===== config.mk =====
export PLATFORM = sky130hd
export DESIGN_NAME = rational_arith_reduce_core
export DESIGN_NICKNAME = d
export VERILOG_FILES = /design/src/hw/rtl/rar_pkg.sv /design/src/hw/rtl/rational_arith_reduce_core.sv /design/src/hw/rtl/rar_front.sv /design/src/hw/rtl/rar_queue.sv /design/src/hw/rtl/rar_back.sv
export SDC_FILE = /design/constraint.sdc
export NUM_CORES = 2
export LEC_CHECK = 0
export BUFFER_PORTS_ARGS = -buffer_cell sky130_fd_sc_hd__buf_2
export CAP_MARGIN = 20
export CORE_UTILIZATION = 52
export CTS_CLUSTER_DIAMETER = 60
export DETAILED_ROUTE_END_ITERATION = 12
export GPL_TIMING_DRIVEN = 0
export PLACE_DENSITY = 0.66
export RECOVER_POWER = 25
export SETUP_SLACK_MARGIN = 0.15
export SLEW_MARGIN = 20
export SYNTH_ARGS = -nofsm -noshare
export SYNTH_HDL_FRONTEND = slang
export SYNTH_HIERARCHICAL = 1
export SYNTH_SLANG_ARGS = --single-unit

===== constraint.sdc =====
create_clock -name clk -period 9.3 [get_ports clk]
set_input_delay 1.86 -clock clk [delete_from_list [all_inputs] [get_ports clk]]
set_output_delay 1.86 -clock clk [all_outputs]
set_load 0.02 [all_outputs]

===== src/hw/rtl/rar_pkg.sv =====
// shared types and constants for the rational arithmetic reduction block
package rar_pkg;

  localparam int OPERAND_WIDTH = 16;
  localparam int PROD_WIDTH    = 2 * OPERAND_WIDTH;
  localparam int NUM_WIDTH     = PROD_WIDTH + 1;
  localparam int DEN_WIDTH     = PROD_WIDTH;
  localparam int QUEUE_DEPTH   = 2;

  typedef enum logic [1:0] {
    OP_ADD = 2'd0,
    OP_SUB = 2'd1,
    OP_MUL = 2'd2,
    OP_DIV = 2'd3
  } op_t;

  typedef enum logic [0:0] {
    ST_OK       = 1'b0,
    ST_ZERO_DEN = 1'b1
  } status_t;

  typedef struct packed {
    logic [1:0]                       kind;
    logic signed [OPERAND_WIDTH-1:0] first_num;
    logic signed [OPERAND_WIDTH-1:0] first_den;
    logic signed [OPERAND_WIDTH-1:0] second_num;
    logic signed [OPERAND_WIDTH-1:0] second_den;
  } req_t;

  typedef struct packed {
    logic signed [NUM_WIDTH-1:0] result_num;
    logic signed [DEN_WIDTH-1:0] result_den;
    logic                        status;
  } rsp_t;

  // unreduced fraction handed from front to back
  typedef struct packed {
    logic signed [NUM_WIDTH-1:0] n;
    logic signed [DEN_WIDTH-1:0] d;
  } frac_t;

  typedef struct packed {
    logic  valid;
    frac_t frac;
  } qpush_t;

  typedef enum logic [1:0] {
    FR_IDLE,
    FR_MUL,
    FR_PUSH
  } front_state_t;

  typedef enum logic [2:0] {
    BK_IDLE,
    BK_GCD,
    BK_DIVN,
    BK_DIVD,
    BK_OUT
  } back_state_t;

endpackage


===== src/hw/rtl/rational_arith_reduce_core.sv =====
// top level of the rational arithmetic reduction block
// usage:
//   request channel: req_valid / req_stall / req carries two signed fractions and
//   an operation (add, subtract, multiply, divide).
//   response channel: rsp_valid / rsp_stall / rsp carries the reduced numerator,
//   the reduced denominator (sign as computed) and a status bit.
//   a zero computed denominator gives status 1 and 0/0; a zero numerator gives 0/1.
// timing:
//   the front end forms the cross-products in FR_MUL and queues them from FR_PUSH.
//   the back end runs a binary gcd (one step per cycle) followed by two restoring
//   divisions, numerator then denominator, on a single shared divider.
//   the special cases (a zero numerator or denominator) skip the gcd and divisions;
//   throughput is one request per back-end pass, set by the gcd loop and the divider.
// reset: rst is synchronous; it empties the queue and drops rsp_valid.
// stalls: a stalled response holds in the output register while the back end
//   starts the next request; req_stall is high while the front end is in FR_MUL
//   and FR_PUSH for each request and stays high while the queue is full.
module rational_arith_reduce_core #(
  parameter int QUEUE_DEPTH = rar_pkg::QUEUE_DEPTH
) (
  input  logic          clk,
  input  logic          rst,
  input  logic          req_valid,
  output logic          req_stall,
  input  rar_pkg::req_t req,
  output logic          rsp_valid,
  input  logic          rsp_stall,
  output rar_pkg::rsp_t rsp
);

  rar_pkg::qpush_t push;
  rar_pkg::frac_t  head;
  logic            q_full, q_valid, q_pop;

  rar_front u_front (
    .clk       (clk),
    .rst       (rst),
    .req_valid (req_valid),
    .req_stall (req_stall),
    .req       (req),
    .q_full    (q_full),
    .push      (push)
  );

  rar_queue #(
    .DEPTH (QUEUE_DEPTH)
  ) u_queue (
    .clk   (clk),
    .rst   (rst),
    .push  (push),
    .full  (q_full),
    .valid (q_valid),
    .pop   (q_pop),
    .head  (head)
  );

  rar_back u_back (
    .clk       (clk),
    .rst       (rst),
    .q_valid   (q_valid),
    .q_pop     (q_pop),
    .head      (head),
    .rsp_valid (rsp_valid),
    .rsp_stall (rsp_stall),
    .rsp       (rsp)
  );

endmodule


===== src/hw/rtl/rar_front.sv =====
// front end: takes a request, forms the cross-products and pushes the raw fraction
module rar_front (
  input  logic            clk,
  input  logic            rst,
  input  logic            req_valid,
  output logic            req_stall,
  input  rar_pkg::req_t   req,
  input  logic            q_full,
  output rar_pkg::qpush_t push
);

  rar_pkg::front_state_t state, state_next;
  rar_pkg::req_t         item;
  logic signed [rar_pkg::PROD_WIDTH-1:0] p0, p1, pd;
  logic signed [rar_pkg::OPERAND_WIDTH-1:0] m0b, m2b;
  logic signed [rar_pkg::NUM_WIDTH-1:0] n_sum;

  always_ff @(posedge clk) begin
    if (rst) begin
      state <= rar_pkg::FR_IDLE;
    end else begin
      state <= state_next;
    end
  end

  always_comb begin
    state_next = state;
    req_stall  = 1'b1;
    push.valid = 1'b0;
    case (state)
      rar_pkg::FR_IDLE: begin
        req_stall = 1'b0;
        if (req_valid) begin
          state_next = rar_pkg::FR_MUL;
        end
      end
      rar_pkg::FR_MUL: begin
        state_next = rar_pkg::FR_PUSH;
      end
      rar_pkg::FR_PUSH: begin
        if (!q_full) begin
          push.valid = 1'b1;
          state_next = rar_pkg::FR_IDLE;
        end
      end
      default: begin
        state_next = rar_pkg::FR_IDLE;
      end
    endcase
  end

  // operand selection per operation
  always_comb begin
    m0b = item.second_den;
    m2b = item.second_den;
    case (rar_pkg::op_t'(item.kind))
      rar_pkg::OP_MUL: m0b = item.second_num;
      rar_pkg::OP_DIV: m2b = item.second_num;
      default: begin
        m0b = item.second_den;
        m2b = item.second_den;
      end
    endcase
  end

  always_ff @(posedge clk) begin
    if (state == rar_pkg::FR_IDLE && req_valid) begin
      item <= req;
    end
    if (state == rar_pkg::FR_MUL) begin
      p0 <= rar_pkg::PROD_WIDTH'(item.first_num * m0b);
      p1 <= rar_pkg::PROD_WIDTH'(item.second_num * item.first_den);
      pd <= rar_pkg::PROD_WIDTH'(item.first_den * m2b);
    end
  end

  always_comb begin
    case (rar_pkg::op_t'(item.kind))
      rar_pkg::OP_ADD: n_sum = rar_pkg::NUM_WIDTH'(p0) + rar_pkg::NUM_WIDTH'(p1);
      rar_pkg::OP_SUB: n_sum = rar_pkg::NUM_WIDTH'(p0) - rar_pkg::NUM_WIDTH'(p1);
      default:         n_sum = rar_pkg::NUM_WIDTH'(p0);
    endcase
  end

  assign push.frac.n = n_sum;
  assign push.frac.d = pd;

endmodule


===== src/hw/rtl/rar_queue.sv =====
// short fifo between front and back
module rar_queue #(
  parameter int DEPTH = rar_pkg::QUEUE_DEPTH
) (
  input  logic            clk,
  input  logic            rst,
  input  rar_pkg::qpush_t push,
  output logic            full,
  output logic            valid,
  input  logic            pop,
  output rar_pkg::frac_t  head
);

  localparam int PW = (DEPTH > 1) ? $clog2(DEPTH) : 1;

  rar_pkg::frac_t mem [DEPTH];
  logic [PW-1:0]  wptr, rptr;
  logic [PW:0]    count;

  assign full  = (count == (PW+1)'(DEPTH));
  assign valid = (count != '0);
  assign head  = mem[rptr];

  always_ff @(posedge clk) begin
    if (push.valid && !full) begin
      mem[wptr] <= push.frac;
    end
  end

  always_ff @(posedge clk) begin
    if (rst) begin
      wptr  <= '0;
      rptr  <= '0;
      count <= '0;
    end else begin
      if (push.valid && !full) begin
        wptr <= (wptr == PW'(DEPTH-1)) ? '0 : wptr + 1'b1;
      end
      if (pop && valid) begin
        rptr <= (rptr == PW'(DEPTH-1)) ? '0 : rptr + 1'b1;
      end
      count <= count + (PW+1)'(push.valid && !full) - (PW+1)'(pop && valid);
    end
  end

endmodule


===== src/hw/rtl/rar_back.sv =====
// back end: binary gcd, two restoring divisions and the response register
module rar_back (
  input  logic           clk,
  input  logic           rst,
  input  logic           q_valid,
  output logic           q_pop,
  input  rar_pkg::frac_t head,
  output logic           rsp_valid,
  input  logic           rsp_stall,
  output rar_pkg::rsp_t  rsp
);

  localparam int W  = rar_pkg::DEN_WIDTH;
  localparam int CW = $clog2(W);

  rar_pkg::back_state_t state, state_next;
  logic [W-1:0]  a, b, g, mag_n, mag_d, quo, qn;
  logic [W:0]    rem, rem_sh;
  logic [CW-1:0] k, cnt;
  logic          neg_n, neg_d;
  logic          div_ge;
  logic [W-1:0]  quo_next;
  logic          rsp_load;
  rar_pkg::rsp_t res;

  always_ff @(posedge clk) begin
    if (rst) begin
      state <= rar_pkg::BK_IDLE;
    end else begin
      state <= state_next;
    end
  end

  always_comb begin
    state_next = state;
    q_pop      = 1'b0;
    rsp_load   = 1'b0;
    case (state)
      rar_pkg::BK_IDLE: begin
        if (q_valid) begin
          q_pop = 1'b1;
          if (head.d == '0 || head.n == '0) begin
            state_next = rar_pkg::BK_OUT;
          end else begin
            state_next = rar_pkg::BK_GCD;
          end
        end
      end
      rar_pkg::BK_GCD: begin
        if (a == b) begin
          state_next = rar_pkg::BK_DIVN;
        end
      end
      rar_pkg::BK_DIVN: begin
        if (cnt == CW'(W-1)) begin
          state_next = rar_pkg::BK_DIVD;
        end
      end
      rar_pkg::BK_DIVD: begin
        if (cnt == CW'(W-1)) begin
          state_next = rar_pkg::BK_OUT;
        end
      end
      rar_pkg::BK_OUT: begin
        if (!rsp_valid || !rsp_stall) begin
          rsp_load   = 1'b1;
          state_next = rar_pkg::BK_IDLE;
        end
      end
      default: begin
        state_next = rar_pkg::BK_IDLE;
      end
    endcase
  end

  // one restoring division step
  assign rem_sh   = {rem[W-1:0], quo[W-1]};
  assign div_ge   = (rem_sh >= {1'b0, g});
  assign quo_next = {quo[W-2:0], div_ge};

  always_ff @(posedge clk) begin
    case (state)
      rar_pkg::BK_IDLE: begin
        neg_n <= head.n[rar_pkg::NUM_WIDTH-1];
        neg_d <= head.d[W-1];
        mag_n <= W'(head.n[rar_pkg::NUM_WIDTH-1] ? -head.n : head.n);
        mag_d <= head.d[W-1] ? W'(-head.d) : W'(head.d);
        a     <= W'(head.n[rar_pkg::NUM_WIDTH-1] ? -head.n : head.n);
        b     <= head.d[W-1] ? W'(-head.d) : W'(head.d);
        k     <= '0;
        if (head.d == '0) begin
          res.result_num <= '0;
          res.result_den <= '0;
          res.status     <= rar_pkg::ST_ZERO_DEN;
        end else begin
          res.result_num <= '0;
          res.result_den <= W'(1);
          res.status     <= rar_pkg::ST_OK;
        end
      end
      rar_pkg::BK_GCD: begin
        if (a == b) begin
          g   <= W'(a << k);
          rem <= '0;
          quo <= mag_n;
          cnt <= '0;
        end else if (!a[0] && !b[0]) begin
          a <= a >> 1;
          b <= b >> 1;
          k <= k + 1'b1;
        end else if (!a[0]) begin
          a <= a >> 1;
        end else if (!b[0]) begin
          b <= b >> 1;
        end else if (a > b) begin
          a <= (a - b) >> 1;
        end else begin
          b <= (b - a) >> 1;
        end
      end
      rar_pkg::BK_DIVN, rar_pkg::BK_DIVD: begin
        if (cnt == CW'(W-1)) begin
          rem <= '0;
          cnt <= '0;
          if (state == rar_pkg::BK_DIVN) begin
            qn  <= quo_next;
            quo <= mag_d;
          end else begin
            res.result_num <= neg_n ? -{1'b0, qn} : {1'b0, qn};
            res.result_den <= neg_d ? -quo_next : quo_next;
            res.status     <= rar_pkg::ST_OK;
          end
        end else begin
          rem <= div_ge ? rem_sh - {1'b0, g} : rem_sh;
          quo <= quo_next;
          cnt <= cnt + 1'b1;
        end
      end
      default: begin
      end
    endcase
  end

  // response register frees the back end while the receiver stalls
  always_ff @(posedge clk) begin
    if (rst) begin
      rsp_valid <= 1'b0;
    end else if (rsp_load) begin
      rsp_valid <= 1'b1;
    end else if (!rsp_stall) begin
      rsp_valid <= 1'b0;
    end
  end

  always_ff @(posedge clk) begin
    if (rsp_load) begin
      rsp <= res;
    end
  end

endmodule


==> results by group <==
Routing
  • Vias: 48166
  • DR vias/cell: 5.67
  • DR DRC count: 0
  • Initial DRT Pass Iterations: 9
  • Antenna viol nets, final: 0
  • DR iter-0 viols: 3958
  • Drt wl/cell: 22.0 um
  • Final WL: 187 mm

Layout
  • Layout cell share with drive strength beyond 1: 7.14%
  • Antenna Cells: 0
  • Final nets: 7999
  • Layout area overhead: 9.46%

Floorplan
  • Cell Rows: 131
  • Core footprint: 128000 sq um
  • Die Y: 361 um
  • IO Pins: 138
  • Die Span X: 361 um
  • Initial Util: 52.4%
  • Die area: 130000 sq um

Logic synthesis
  • Synth warn: 6
  • Async SR Flop Fraction: 0%
  • Post-Syn Area: 66800 sq um
  • Synth Net Count: 7747
  • Synth Register Bits: 703
  • Seq/Total Area, Yosys: 31.4%
  • Syn Inst Count: 6503
  • Synth top area cells: edfxtp_1, fa_1, ha_1, inv_1, nand2_1
  • Most used DFF post-synth: edfxtp_1
  • Library cells used by synthesis: 98
  • Synthesized area per cell: 10.3 sq um
  • Area share of the largest cell type after synthesis: 31.1%
  • EDFF count, synth: 692
  • Area leader, netlist: edfxtp_1

Placement
  • Port bufs: 137
  • RD Place Congestion: 0.992
  • Detailed placement HPWL: 151 mm

STA
  • Final Skew: 80.6 ps
  • Tcrit/Tclk final: 92.9%
  • RSZ-0062 raised after global routing: no
  • Worst-margin pin slew: 2810 ps
  • Fmax: 116 MHz
  • Endpoints failing setup: 0
  • Setup TNS: 0 ps
  • Final number of hold-violating endpoints: 0
  • Worst rel slew slack: -87.2%
  • Final min period: 8640 ps
  • Max-slew violation count: 94

Setup path
  • Worst setup EP type: register
  • Critical path class: register to register
  • Crit Path Max Fanout: 10
  • CP Launch Type: register
  • Crit path DAT: 9030 ps
  • CP required: 9700 ps

Worst hold path
  • Min-delay worst type: register to register

Clocking
  • Clock Sinks: 703
  • Worst skew pair latency: 760 ps
  • CTS tree: built
  • Root buffer cell: clkbuf_16
  • Total CTS buffers: 91
  • Worst-path clk slew: 60 ps
  • Htree depth: 3
  • CTS Buffer Depth: 3

Global route
  • Total GRT Usage: 29.3%
  • Largest net degree at the start of global routing: 48
  • Grt ovf: 0
  • First-pass GRT wire length: 289 mm
  • Initial antenna violation count: 9
  • Vias in the first global route: 49232

Run status
  • Outcome: finished, violations left
  • Failing checks: max-capacitance violations, max-slew violations

Flow run
  • Max-cap violations: 5
==> Yosys cell counts (11+ instances only) <==
cell	count
a211oi_1	36
dfxtp_1	11
nor4_1	12
mux4_2	12
nor2_1	423
nor3_1	40
o21ai_1	12
o21ai_0	204
a21o_1	88
and2_1	239
and3_1	20
clkbuf_1	248
or2_2	28
buf_1	20
o31ai_1	45
a221oi_1	50
inv_1	1038
mux2i_1	82
nand2_1	626
o41ai_1	21
o21a_1	27
o22ai_1	13
fa_1	790
nor2b_1	159
nand2b_1	51
edfxtp_1	692
a21oi_1	281
o211ai_1	22
nand4_1	16
nand3_1	66
a31oi_1	27
xnor2_1	230
or3_1	37
ha_1	384
o21bai_1	31
mux2_2	94
or4_1	25
xor2_1	133
==> per-stage QoR <==
stage	instance area, sq um	hold slack [ps]	instances	util [%]	setup WS [ps]
after floorplan	66800	400	6503	-	1840
after global placement	69600	404	8302	54.6	269
after detailed placement	70200	405	8323	55.1	399
after CTS	73300	398	8494	57.4	319
after global routing	73200	399	8495	57.4	252
final	73200	402	8495	57.4	665
==> critical path, stage by stage (launching register included) <==
cell       delay (ps)
edfxtp_1          430
nand2_1           340
clkbuf_1          430
buf_8             220
mux2i_1           790
clkbuf_1          480
nor2_1            120
fa_1              540
fa_1              440
fa_1              560
fa_1              460
fa_1              490
inv_1              50
fa_1              470
inv_1              40
ha_1              380
and2_1            210
o21ai_0           150
a21oi_1           110
nor3_1            180
nor2_1             80
a211oi_1          380
o2111ai_1         250
o31ai_1           330
xnor2_1           360
==> cell type report <==
class,instances,area [sq um]
Clock buffer,103,2320
Inverter,1041,3910
Sequential cell,703,21000
Buffer,280,1090
Multi-Input combinational cell,4479,41000
Timing Repair Buffer,159,1080
Clock inverter,68,728
Tap cell,1662,2080
Fill cell,11182,54300
==> metal layers <==
metal  up-vias  global-route usage (%)  share of wire (%)
met5         -                       0                  0
met2      1880                    47.3                 46
li1      21924                       -                  -
met1     23936                    37.5                 40
met4         0                    16.1                6.1
met3       426                    5.33                7.2
==> path summary, 6_finish.rpt <==
kind / from / endpoint / slack [ps] / cells after the start
worst max-delay path: u_front/item[65] / u_front/pd[31] / 660 / 24
worst min-delay path: u_back/res[24] / u_back/rsp[24] / 400 / 0
worst max register to register: u_front/item[65] / u_front/pd[31] / 660 / 24
worst min register to register: u_back/res[24] / u_back/rsp[24] / 400 / 0
==> logic make-up (layout without fill, tap and decap cells) <==
family | after synthesis | after routing | share of synthesized area (%)
simple gates | 1790 | 1790 | 12.9
xor+xnor | 363 | 363 | 4.76
flops | 703 | 703 | 31.4
mux | 188 | 188 | 3.22
fa+ha+maj | 1174 | 1174 | 30.8
buf+inv | 1321 | 1651 | 7.49
compound gates | 964 | 964 | 9.39
==> sequential cells by signal (all words and copies together) (netlist names), 32 cells and up, named ones only <==
signal,count
u_back/g,32
u_front/item,66
u_front/pd,32
u_back/mag_n,32
u_back/rem,32
u_front/p0,32
u_front/p1,32
u_back/b,32
u_back/quo,32
u_back/res,66
u_back/qn,32
u_back/a,32
u_queue/mem,130
u_back/mag_d,32
u_back/rsp,66
==> timing repair <==
action,4_1_cts,5_1_grt
endpoints found under the hold margin,0,0
resized for setup,0,3
endpoints found under the setup margin,0,4
hold buffers,0,0
buffers inserted,0,0
==> layout by cell type, fill, tap and decap left out, drive strengths merged, types with 41 or more instances in the layout <==
master / n
a21oi: 281
xnor2: 230
nor2: 423
mux2: 94
edfxtp: 692
a221oi: 52
and2: 242
ha: 384
fa: 790
buf: 172
mux2i: 82
nand3: 66
clkinv: 43
nor2b: 159
nand2: 627
inv: 1050
clkbuf: 370
nor3: 41
nand2b: 52
o21ai: 219
xor2: 133
o31ai: 46
a21o: 88
Power is not shown: default switching activity piles up to over one toggle a cycle in this logic, so the estimate is an artifact.
